==> config.mk <==
export PLATFORM = sky130hd
export DESIGN_NAME = stable_counting_sort_unit
export DESIGN_NICKNAME = d
export VERILOG_FILES = /design/src/sv/scsu_pkg.sv /design/src/sv/scsu_cnt_ram.sv /design/src/sv/stable_counting_sort_unit.sv
export SDC_FILE = /design/constraint.sdc
export NUM_CORES = 2
export LEC_CHECK = 0
export BUFFER_PORTS_ARGS = -buffer_cell sky130_fd_sc_hd__buf_4
export CELL_PAD_IN_SITES_DETAIL_PLACEMENT = 2
export CELL_PAD_IN_SITES_GLOBAL_PLACEMENT = 2
export CORE_MARGIN = 5
export CORE_UTILIZATION = 48
export DETAILED_ROUTE_END_ITERATION = 8
export GPL_TIMING_DRIVEN = 1
export MAX_ROUTING_LAYER = met4
export PLACE_DENSITY = 0.87
export SLEW_MARGIN = 20
export SYNTH_ARGS = -nofsm -noshare
export SYNTH_HDL_FRONTEND = slang
export SYNTH_SLANG_ARGS = --single-unit
==> constraint.sdc <==
create_clock -name clk_i -period 19.6 [get_ports clk_i]
set_clock_uncertainty 0.05 [all_clocks]
set_input_delay 1.96 -clock clk_i [delete_from_list [all_inputs] [get_ports clk_i]]
set_output_delay 1.96 -clock clk_i [all_outputs]
set_load 0.01 [all_outputs]
==> src/sv/scsu_pkg.sv <==
package scsu_pkg;

  localparam int unsigned MAX_ITEMS_DEF   = 64;
  localparam int unsigned VALUE_COUNT_DEF = 256;
  localparam int unsigned VALUE_W         = 8;

  // sequencer states
  typedef enum logic [3:0] {
    ST_CLEAR,
    ST_IDLE,
    ST_CNT_RD,
    ST_CNT_WR,
    ST_PFX_RD,
    ST_PFX_WR,
    ST_PL_RDV,
    ST_PL_RDC,
    ST_PL_WR,
    ST_EM_RD,
    ST_EM_OUT
  } state_e;

endpackage

==> src/sv/scsu_cnt_ram.sv <==
module scsu_cnt_ram #(
  parameter int unsigned DEPTH  = 256,
  parameter int unsigned ADDR_W = 8,
  parameter int unsigned DATA_W = 7
) (
  input  logic              clk_i,
  input  logic              we_i,
  input  logic [ADDR_W-1:0] waddr_i,
  input  logic [DATA_W-1:0] wdata_i,
  input  logic [ADDR_W-1:0] raddr_i,
  output logic [DATA_W-1:0] rdata_o
);

  logic [DATA_W-1:0] mem [DEPTH];
  logic [DATA_W-1:0] rdata_q;

  always_ff @(posedge clk_i) begin
    if (we_i) begin
      mem[waddr_i] <= wdata_i;
    end
    rdata_q <= mem[raddr_i];
  end

  assign rdata_o = rdata_q;

endmodule

==> src/sv/stable_counting_sort_unit.sv <==
// non-final transaction: busy after the accepting edge through the count read-modify-write
// final transaction (n stored values, maximum m): count update, prefix pass over entries 0..m,
//   placement of the n values, then n results, each read from the result store and then shown,
//   then count-table clearing of entries 0..m; overflow transactions when full add no count update
// results cannot be stalled: each strobe lasts one cycle and is taken at its closing edge
// after reset the count table is swept to zero, all VALUE_COUNT entries, with busy high
module stable_counting_sort_unit
  import scsu_pkg::*;
#(
  parameter int unsigned MAX_ITEMS   = MAX_ITEMS_DEF,
  parameter int unsigned VALUE_COUNT = VALUE_COUNT_DEF
) (
  input  logic               clk_i,
  input  logic               rst_ni,
  input  logic               start,
  output logic               busy,
  input  logic [VALUE_W-1:0] value_i,
  input  logic               last_i,
  output logic               result_valid_o,
  output logic [VALUE_W-1:0] sorted_value_o,
  output logic               last_res_o,
  output logic               overflow_o
);

  // index widths: count table, value/result stores, item counter
  localparam int unsigned IDX_W = $clog2(VALUE_COUNT);
  localparam int unsigned IW    = $clog2(MAX_ITEMS);
  localparam int unsigned NW    = $clog2(MAX_ITEMS + 1);

  state_e state_q, state_d;

  logic [IDX_W-1:0]   ptr_q;        // prefix / clear sweep pointer
  logic [IDX_W-1:0]   clr_lim_q;    // last entry of the clear sweep
  logic [NW-1:0]      sum_q;        // running prefix sum
  logic [VALUE_W-1:0] cur_val_q;    // value being counted
  logic               last_q;       // counted value closes the set
  logic [NW-1:0]      item_count_q;
  logic [VALUE_W-1:0] max_q;
  logic               dropped_q;
  logic [IW-1:0]      pl_idx_q;     // placement walks the input from the back
  logic [IW-1:0]      em_idx_q;     // emission index

  // stores of the set
  logic [VALUE_W-1:0] value_store  [MAX_ITEMS];
  logic [VALUE_W-1:0] result_store [MAX_ITEMS];
  logic [VALUE_W-1:0] vs_rd_q;
  logic [VALUE_W-1:0] rs_rd_q;

  // count table port
  logic             cnt_we;
  logic [IDX_W-1:0] cnt_waddr;
  logic [NW-1:0]    cnt_wdata;
  logic [IDX_W-1:0] cnt_raddr;
  logic [NW-1:0]    cnt_rdata;

  logic               accept;
  logic               full;
  logic [VALUE_W-1:0] sat_val;
  logic [IDX_W-1:0]   max_idx;
  logic [NW-1:0]      pfx_sum;
  logic [NW-1:0]      pos;
  logic [IW-1:0]      n_m1;

  assign accept  = start && !busy;
  assign full    = (item_count_q == NW'(MAX_ITEMS));
  assign max_idx = IDX_W'(max_q);
  assign pfx_sum = cnt_rdata + sum_q;
  // placement slot: count minus one, floored at zero
  assign pos     = (cnt_rdata == '0) ? '0 : cnt_rdata - NW'(1);
  assign n_m1    = IW'(item_count_q - NW'(1));

  // values beyond the table saturate to its top entry
  always_comb begin
    if (32'(value_i) >= 32'(VALUE_COUNT)) begin
      sat_val = VALUE_W'(VALUE_COUNT - 1);
    end else begin
      sat_val = value_i;
    end
  end

  scsu_cnt_ram #(
    .DEPTH  (VALUE_COUNT),
    .ADDR_W (IDX_W),
    .DATA_W (NW)
  ) u_cnt_ram (
    .clk_i   (clk_i),
    .we_i    (cnt_we),
    .waddr_i (cnt_waddr),
    .wdata_i (cnt_wdata),
    .raddr_i (cnt_raddr),
    .rdata_o (cnt_rdata)
  );

  // next state
  always_comb begin
    state_d = state_q;
    unique case (state_q)
      ST_CLEAR: begin
        if (ptr_q == clr_lim_q) state_d = ST_IDLE;
      end
      ST_IDLE: begin
        if (accept) begin
          if (!full) state_d = ST_CNT_RD;
          else if (last_i) state_d = ST_PFX_RD;
        end
      end
      ST_CNT_RD: state_d = ST_CNT_WR;
      ST_CNT_WR: state_d = last_q ? ST_PFX_RD : ST_IDLE;
      ST_PFX_RD: state_d = ST_PFX_WR;
      ST_PFX_WR: state_d = (ptr_q == max_idx) ? ST_PL_RDV : ST_PFX_RD;
      ST_PL_RDV: state_d = ST_PL_RDC;
      ST_PL_RDC: state_d = ST_PL_WR;
      ST_PL_WR:  state_d = (pl_idx_q == '0) ? ST_EM_RD : ST_PL_RDV;
      ST_EM_RD:  state_d = ST_EM_OUT;
      ST_EM_OUT: state_d = (em_idx_q == n_m1) ? ST_CLEAR : ST_EM_RD;
      default:   state_d = ST_IDLE;
    endcase
  end

  // count table control and handshake outputs
  always_comb begin
    cnt_we         = 1'b0;
    cnt_waddr      = ptr_q;
    cnt_wdata      = '0;
    cnt_raddr      = ptr_q;
    busy           = (state_q != ST_IDLE);
    result_valid_o = 1'b0;
    unique case (state_q)
      ST_CLEAR: begin
        cnt_we = 1'b1;
      end
      ST_CNT_RD: begin
        cnt_raddr = IDX_W'(cur_val_q);
      end
      ST_CNT_WR: begin
        cnt_we    = 1'b1;
        cnt_waddr = IDX_W'(cur_val_q);
        cnt_wdata = cnt_rdata + NW'(1);
      end
      ST_PFX_WR: begin
        cnt_we    = 1'b1;
        cnt_wdata = pfx_sum;
      end
      ST_PL_RDC: begin
        cnt_raddr = IDX_W'(vs_rd_q);
      end
      ST_PL_WR: begin
        cnt_we    = 1'b1;
        cnt_waddr = IDX_W'(vs_rd_q);
        cnt_wdata = pos;
      end
      ST_EM_OUT: begin
        result_valid_o = 1'b1;
      end
      default: begin
      end
    endcase
  end

  assign sorted_value_o = rs_rd_q;
  assign last_res_o     = (em_idx_q == n_m1);
  assign overflow_o     = dropped_q;

  always_ff @(posedge clk_i or negedge rst_ni) begin
    if (!rst_ni) begin
      state_q <= ST_CLEAR;
    end else begin
      state_q <= state_d;
    end
  end

  // sequencer datapath
  always_ff @(posedge clk_i or negedge rst_ni) begin
    if (!rst_ni) begin
      ptr_q        <= '0;
      clr_lim_q    <= IDX_W'(VALUE_COUNT - 1);
      sum_q        <= '0;
      cur_val_q    <= '0;
      last_q       <= 1'b0;
      item_count_q <= '0;
      max_q        <= '0;
      dropped_q    <= 1'b0;
      pl_idx_q     <= '0;
      em_idx_q     <= '0;
    end else begin
      unique case (state_q)
        ST_CLEAR: begin
          ptr_q <= (ptr_q == clr_lim_q) ? '0 : ptr_q + IDX_W'(1);
        end
        ST_IDLE: begin
          if (accept) begin
            if (!full) begin
              cur_val_q    <= sat_val;
              last_q       <= last_i;
              item_count_q <= item_count_q + NW'(1);
              if (sat_val > max_q) max_q <= sat_val;
            end else begin
              dropped_q <= 1'b1;
              ptr_q     <= '0;
              sum_q     <= '0;
            end
          end
        end
        ST_CNT_WR: begin
          ptr_q <= '0;
          sum_q <= '0;
        end
        ST_PFX_WR: begin
          sum_q <= pfx_sum;
          if (ptr_q == max_idx) begin
            ptr_q    <= '0;
            pl_idx_q <= n_m1;
          end else begin
            ptr_q <= ptr_q + IDX_W'(1);
          end
        end
        ST_PL_WR: begin
          if (pl_idx_q == '0) begin
            em_idx_q <= '0;
          end else begin
            pl_idx_q <= pl_idx_q - IW'(1);
          end
        end
        ST_EM_OUT: begin
          if (em_idx_q == n_m1) begin
            // set done: sweep the touched part of the count table
            clr_lim_q    <= max_idx;
            ptr_q        <= '0;
            item_count_q <= '0;
            max_q        <= '0;
            dropped_q    <= 1'b0;
          end else begin
            em_idx_q <= em_idx_q + IW'(1);
          end
        end
        default: begin
        end
      endcase
    end
  end

  // value and result stores, one write and one registered read each
  always_ff @(posedge clk_i) begin
    if (accept && !full) begin
      value_store[item_count_q[IW-1:0]] <= sat_val;
    end
    vs_rd_q <= value_store[pl_idx_q];
  end

  always_ff @(posedge clk_i) begin
    if (state_q == ST_PL_WR) begin
      result_store[pos[IW-1:0]] <= vs_rd_q;
    end
    rs_rd_q <= result_store[em_idx_q];
  end

endmodule

==> load_flow_metrics.sql, run 1 <==
INSERT INTO impl_metrics (metric_group, metric, value, unit) VALUES
('run_status', 'flow.stopped_at', '3_5_place_dp', ''),
('yosys', 'synth_enable_flop_cells', '2816', ''),
('yosys', 'ys_warn_count', '0', ''),
('yosys', 'number_of_synthesized_register_bits', '2903', ''),
('yosys', 'ys_types', '80', ''),
('yosys', 'synthesis.area_per_instance', '16.0', 'sq um'),
('placement', 'place.port_buffers', '23', ''),
('yosys', 'synth-async-reset-ratio', '2.20', '%'),
('yosys', 'synthTopCellsByArea', 'sky130_fd_sc_hd__edfxtp_1 73%, sky130_fd_sc_hd__mux4_2 6.6%, sky130_fd_sc_hd__nand2_1 3.7%', ''),
('yosys', 'syn-cell-area', '0.115', 'sq mm'),
('yosys', 'yosysTopAreaCell', 'sky130_fd_sc_hd__edfxtp_1', ''),
('yosys', 'synth_fp_nets', '7222', ''),
('placement', 'gp_congestion', '0.865', ''),
('run_status', 'run_status', 'did not finish', ''),
('die', 'ioPinCount', '24', ''),
('yosys', 'synth_largest_type_area_fraction', '73.4', '%'),
('die', 'fp.dieW', '500', 'microns'),
('yosys', 'synth-seq-area-share', '75.2', '%'),
('placement', 'hpwl', '334000', 'microns'),
('run_status', 'stop_error', '[ERROR DPL-0033] detailed placement checks failed during check placement.', ''),
('yosys', 'primary_flip_flop_cell_chosen_by_synthesis_mapping', 'sky130_fd_sc_hd__edfxtp_1', ''),
('die', 'initial_core_util', '48.3', '%'),
('die', 'std_cell_rows', '179', ''),
('die', 'fp.dieH', '500', 'microns'),
('yosys', 'synthCells', '7187', '');
[cell families after synthesis]
logic type	count (synthesis)	synth area share [%]
adder cells (fa/ha/maj)	23	0.256
flip-flops	2903	75.2
XOR/XNOR	49	0.415
AND/OR/NAND/NOR	2298	8.64
multiplexers	569	8.60
buffers and inverters	492	1.75
AO/OA/AOI/OAI	853	5.11
[Yosys cell counts (all sizes together) (56+ instances only)]
master     n
nor4      88
nor2     489
nand3    287
a32oi    141
dfrtp     56
clkbuf   310
nor3      77
mux4     336
o22ai     94
edfxtp  2816
o21ai    119
a211oi    92
and3      99
mux2i    225
nand2   1135
buf      158
a31oi    106
a21oi    128
[metrics by stage]
step	hold slack, ns	std cells	worst slack, ns	area, sq um
3_3_place_gp	0.417	10000	13.03	119000
2_1_floorplan	0.402	7187	5.57	115000
==> run 2, diff against run 1 <==
--- a/config.mk
+++ b/config.mk
@@ -6,14 +6,11 @@
 export NUM_CORES = 2
 export LEC_CHECK = 0
 export BUFFER_PORTS_ARGS = -buffer_cell sky130_fd_sc_hd__buf_4
-export CELL_PAD_IN_SITES_DETAIL_PLACEMENT = 2
-export CELL_PAD_IN_SITES_GLOBAL_PLACEMENT = 2
 export CORE_MARGIN = 5
-export CORE_UTILIZATION = 48
+export CORE_UTILIZATION = 40
 export DETAILED_ROUTE_END_ITERATION = 8
 export GPL_TIMING_DRIVEN = 1
-export MAX_ROUTING_LAYER = met4
-export PLACE_DENSITY = 0.87
+export PLACE_DENSITY_LB_ADDON = 0.15
 export SLEW_MARGIN = 20
 export SYNTH_ARGS = -nofsm -noshare
 export SYNTH_HDL_FRONTEND = slang
==> run 2 against run 1 <==
The run now ends clean. Area after synthesis stayed put. Synthesized cell count unchanged.
==> load_flow_metrics.sql, run 2 <==
INSERT INTO impl_metrics (metric_group, metric, value, unit) VALUES
('critical_path', 'setup.worst_path.end_class', 'flop', ''),
('yosys', 'primary_flip_flop_cell_chosen_by_synthesis_mapping', 'sky130_fd_sc_hd__edfxtp_1', ''),
('clock_tree', 'numCtsBuffers', '317', ''),
('timing', 'finalHoldViolCount', '0', ''),
('die', 'die_area', '0.299', 'sq mm'),
('clock_tree', 'worst_skew_pair.late_latency', '0.86', 'ns'),
('critical_path', 'critical_path.reg2reg.startpoint', 'state_q[1]', ''),
('layout', 'final_common_cell', 'sky130_fd_sc_hd__edfxtp_1', ''),
('yosys', 'ys_warn_count', '0', ''),
('clock_tree', 'ctsResizeCount', '0', ''),
('routing', 'ant_nets', '0', ''),
('global_route', 'grt_first_pass_wirelength', '457000', 'microns'),
('clock_tree', 'post_cts_hold_buffer_count', '0', ''),
('timing', 'maxSlewHeadroom', '15.3', '%'),
('min_path', 'worst_hold_path_type', 'flop to flop', ''),
('routing', 'route.detailed.vias_per_inst', '5.71', ''),
('clock_tree', 'clock_sinks', '2903', ''),
('routing', 'detailed_route_wire_length_per_cell', '28.0', 'microns'),
('die', 'ioPinCount', '24', ''),
('critical_path', 'worst_setup_path_start_kind', 'flop', ''),
('timing', 'maxSlewViolCount', '0', ''),
('placement', 'place.port_buffers', '23', ''),
('timing', 'final.period_utilization', '39.2', '%'),
('placement', 'hpwl', '182000', 'microns'),
('clock_tree', 'cts_root_buffer', 'sky130_fd_sc_hd__clkbuf_16', ''),
('clock_tree', 'post-cts-setup-buffers', '0', ''),
('yosys', 'ys_types', '80', ''),
('routing', 'dr_total_vias', '64100', ''),
('layout', 'top_register_by_number_of_flip_flops', 'u_cnt_ram.mem', ''),
('timing', 'tightest_slew', '1.27', 'ns'),
('routing', 'detail_route.wirelength', '315000', 'microns'),
('yosys', 'synthesis.area_per_instance', '16.0', 'sq um'),
('die', 'std_cell_rows', '197', ''),
('die', 'floorplan.core_area', '0.287', 'sq mm'),
('clock_tree', 'worst_setup_hold_path_clk_slew', '0.06', 'ns'),
('yosys', 'synthTopCellsByArea', 'sky130_fd_sc_hd__edfxtp_1 73%, sky130_fd_sc_hd__mux4_2 6.6%, sky130_fd_sc_hd__nand2_1 3.7%', ''),
('layout', 'layout.cells.most_common_list', '2816 x sky130_fd_sc_hd__edfxtp_1, 1124 x sky130_fd_sc_hd__nand2_1, 482 x sky130_fd_sc_hd__nor2_1', ''),
('yosys', 'synth.top_cells.by_count', '2816 x sky130_fd_sc_hd__edfxtp_1, 1135 x sky130_fd_sc_hd__nand2_1, 486 x sky130_fd_sc_hd__nor2_1', ''),
('die', 'fp.dieH', '547', 'microns'),
('placement', 'preCtsSetupSlack', '12.00', 'ns'),
('die', 'initial_core_util', '40.1', '%'),
('routing', 'detail_route.iter0.violations', '6859', ''),
('critical_path', 'reg2reg_slack', '11.92', 'ns'),
('yosys', 'yosysTopAreaCell', 'sky130_fd_sc_hd__edfxtp_1', ''),
('critical_path', 'path_class', 'flop to flop', ''),
('global_route', 'grtUsageTotal', '20.5', '%'),
('timing', 'unrepaired_setup_endpoints_after_global_routing', 'false', ''),
('pwr', 'vdd.ir_drop.worst', '0.000227', 'V'),
('timing', 'setup_violations', '0', ''),
('run', 'max-cap-violations', '0', ''),
('clock_tree', 'cts.path.max_buffers', '4', ''),
('layout', 'layout-area-overhead-vs-synth', '12.6', '%'),
('yosys', 'syn-cell-area', '0.115', 'sq mm'),
('global_route', 'grt_antenna_before_repair', '7', ''),
('pwr', 'cellPowerDensity', '139', 'mW/mm^2'),
('yosys', 'yosys.cell_count.top_type', 'sky130_fd_sc_hd__edfxtp_1', ''),
('yosys', 'synth_largest_type_area_fraction', '73.4', '%'),
('global_route', 'grt_pass1_vias', '63400', ''),
('timing', 'final.setup.worst_slack', '11.92', 'ns'),
('global_route', 'gr-total-overflow', '0', ''),
('timing', 'peak_clock_frequency_supported_by_timing', '130', 'MHz'),
('layout', 'drive_above_1_share', '13.8', '%'),
('yosys', 'synth-async-reset-ratio', '2.20', '%'),
('yosys', 'number_of_synthesized_register_bits', '2903', ''),
('min_path', 'worstHoldEndpoint', 'sum_q[4]', ''),
('global_route', 'grt_max_degree', '191', ''),
('yosys', 'synth_enable_flop_cells', '2816', ''),
('critical_path', 'r2r.worst_path.cells', '16', ''),
('critical_path', 'crit_arrival', '8.42', 'ns'),
('pwr', 'leakagePower', '0.0422', 'uW'),
('min_path', 'worst_hold_path.num_cells', '2', ''),
('critical_path', 'regToRegEndpoint', 'u_cnt_ram.rdata_o[2]', ''),
('run_status', 'run_status', 'finished, final reports clean', ''),
('routing', 'drc', '0', ''),
('placement', 'gp_congestion', '0.818', ''),
('clock_tree', 'cts.htree.levels', '5', ''),
('layout', 'total_nets_final', '7228', ''),
('critical_path', 'cp_max_fo', '76', ''),
('timing', 'fin_setup_tns', '0', 'ns'),
('routing', 'drtPass1Iterations', '6', ''),
('layout', 'largest_register_ff_count', '1792', ''),
('min_path', 'hold_path.startpoint', 'sum_q[4]', ''),
('yosys', 'synth-seq-area-share', '75.2', '%'),
('clock_tree', 'clock_tree_from_tritoncts', 'built', ''),
('yosys', 'synthCells', '7187', ''),
('die', 'fp.dieW', '547', 'microns'),
('timing', 'layout_min_cycle_time', '7.68', 'ns'),
('critical_path', 'timing.critical_path.required', '20.34', 'ns'),
('yosys', 'synth_fp_nets', '7222', '');
run 2: cell counts after synthesis:
No cell type changed its count.
run 2: per-layer routing:
layer	GRT usage, %	share of wire (%)
met5	0	0
met4	5.69	2.8
met3	2.76	5.7
met2	33.1	48
met1	29.5	44
run 2: through the flow:
stage	hold slack [ns]	utilization, %	total power [uW]	cells	instance area (sq um)
6_report	0.432	45.1	18000	11200	130000
2_1_floorplan	0.402	-	10800	7187	115000
3_3_place_gp	0.420	41.6	12300	10700	120000
3_5_place_dp	0.430	41.6	12300	10700	120000
5_1_grt	0.462	45.1	18700	11200	130000
4_1_cts	0.442	45.1	18200	11200	130000
run 2: how the worst max path moves through the flow:
stage,from,cells past startpoint,slack (ns),to
after floorplan,state_q[0],7,5.57,u_cnt_ram.mem[0][3]
after global placement,state_q[1],16,12.10,u_cnt_ram.rdata_o[2]
after detailed placement,state_q[1],16,12.00,u_cnt_ram.rdata_o[6]
after CTS,state_q[1],16,11.97,u_cnt_ram.rdata_o[6]
after global routing,state_q[1],16,11.57,u_cnt_ram.rdata_o[2]
final,state_q[1],16,11.92,u_cnt_ram.rdata_o[2]
run 2: logic make-up after synthesis:
kind of cell / synth area share (%)
buffers and inverters: 1.75
AO/OA/AOI/OAI: 5.11
multiplexers: 8.60
flip-flops: 75.2
XOR/XNOR: 0.415
AND/OR/NAND/NOR: 8.64
adder cells (fa/ha/maj): 0.256
run 2: critical path, stage by stage (launching register included):
cell                       delay, ns
sky130_fd_sc_hd__dfrtp_1        0.80
sky130_fd_sc_hd__nor2b_1        0.21
sky130_fd_sc_hd__buf_4          0.23
sky130_fd_sc_hd__a21boi_2       0.11
sky130_fd_sc_hd__buf_4          0.25
sky130_fd_sc_hd__nor2_4         0.33
sky130_fd_sc_hd__buf_4          0.78
sky130_fd_sc_hd__buf_4          0.81
sky130_fd_sc_hd__buf_4          0.80
sky130_fd_sc_hd__buf_4          0.78
sky130_fd_sc_hd__buf_4          0.65
sky130_fd_sc_hd__mux2i_1        0.17
sky130_fd_sc_hd__a32oi_1        0.21
sky130_fd_sc_hd__a31oi_1        0.16
sky130_fd_sc_hd__nor4_1         0.68
sky130_fd_sc_hd__nor3b_1        0.16
sky130_fd_sc_hd__o211ai_2       0.19
run 2: report_power, final:
part,switching [uW],total (uW),internal (uW)
Clock,2410,5880,3470
Sequential,130,7860,7730
Combinational,3190,4270,1080
run 2: area by class of cell:
| cell class | count | area, sq um |
|---|---|---|
| fill | 25200 | 158000 |
| sequential | 2903 | 86700 |
| multi-input combinational | 3792 | 26800 |
| clock buffer | 408 | 8620 |
| tap | 3781 | 4730 |
| clock inverter | 160 | 1550 |
| timing repair buffer | 155 | 1250 |
| inverter | 24 | 90.1 |
| antenna | 7 | 17.5 |
(Power assumes the default switching activity.)
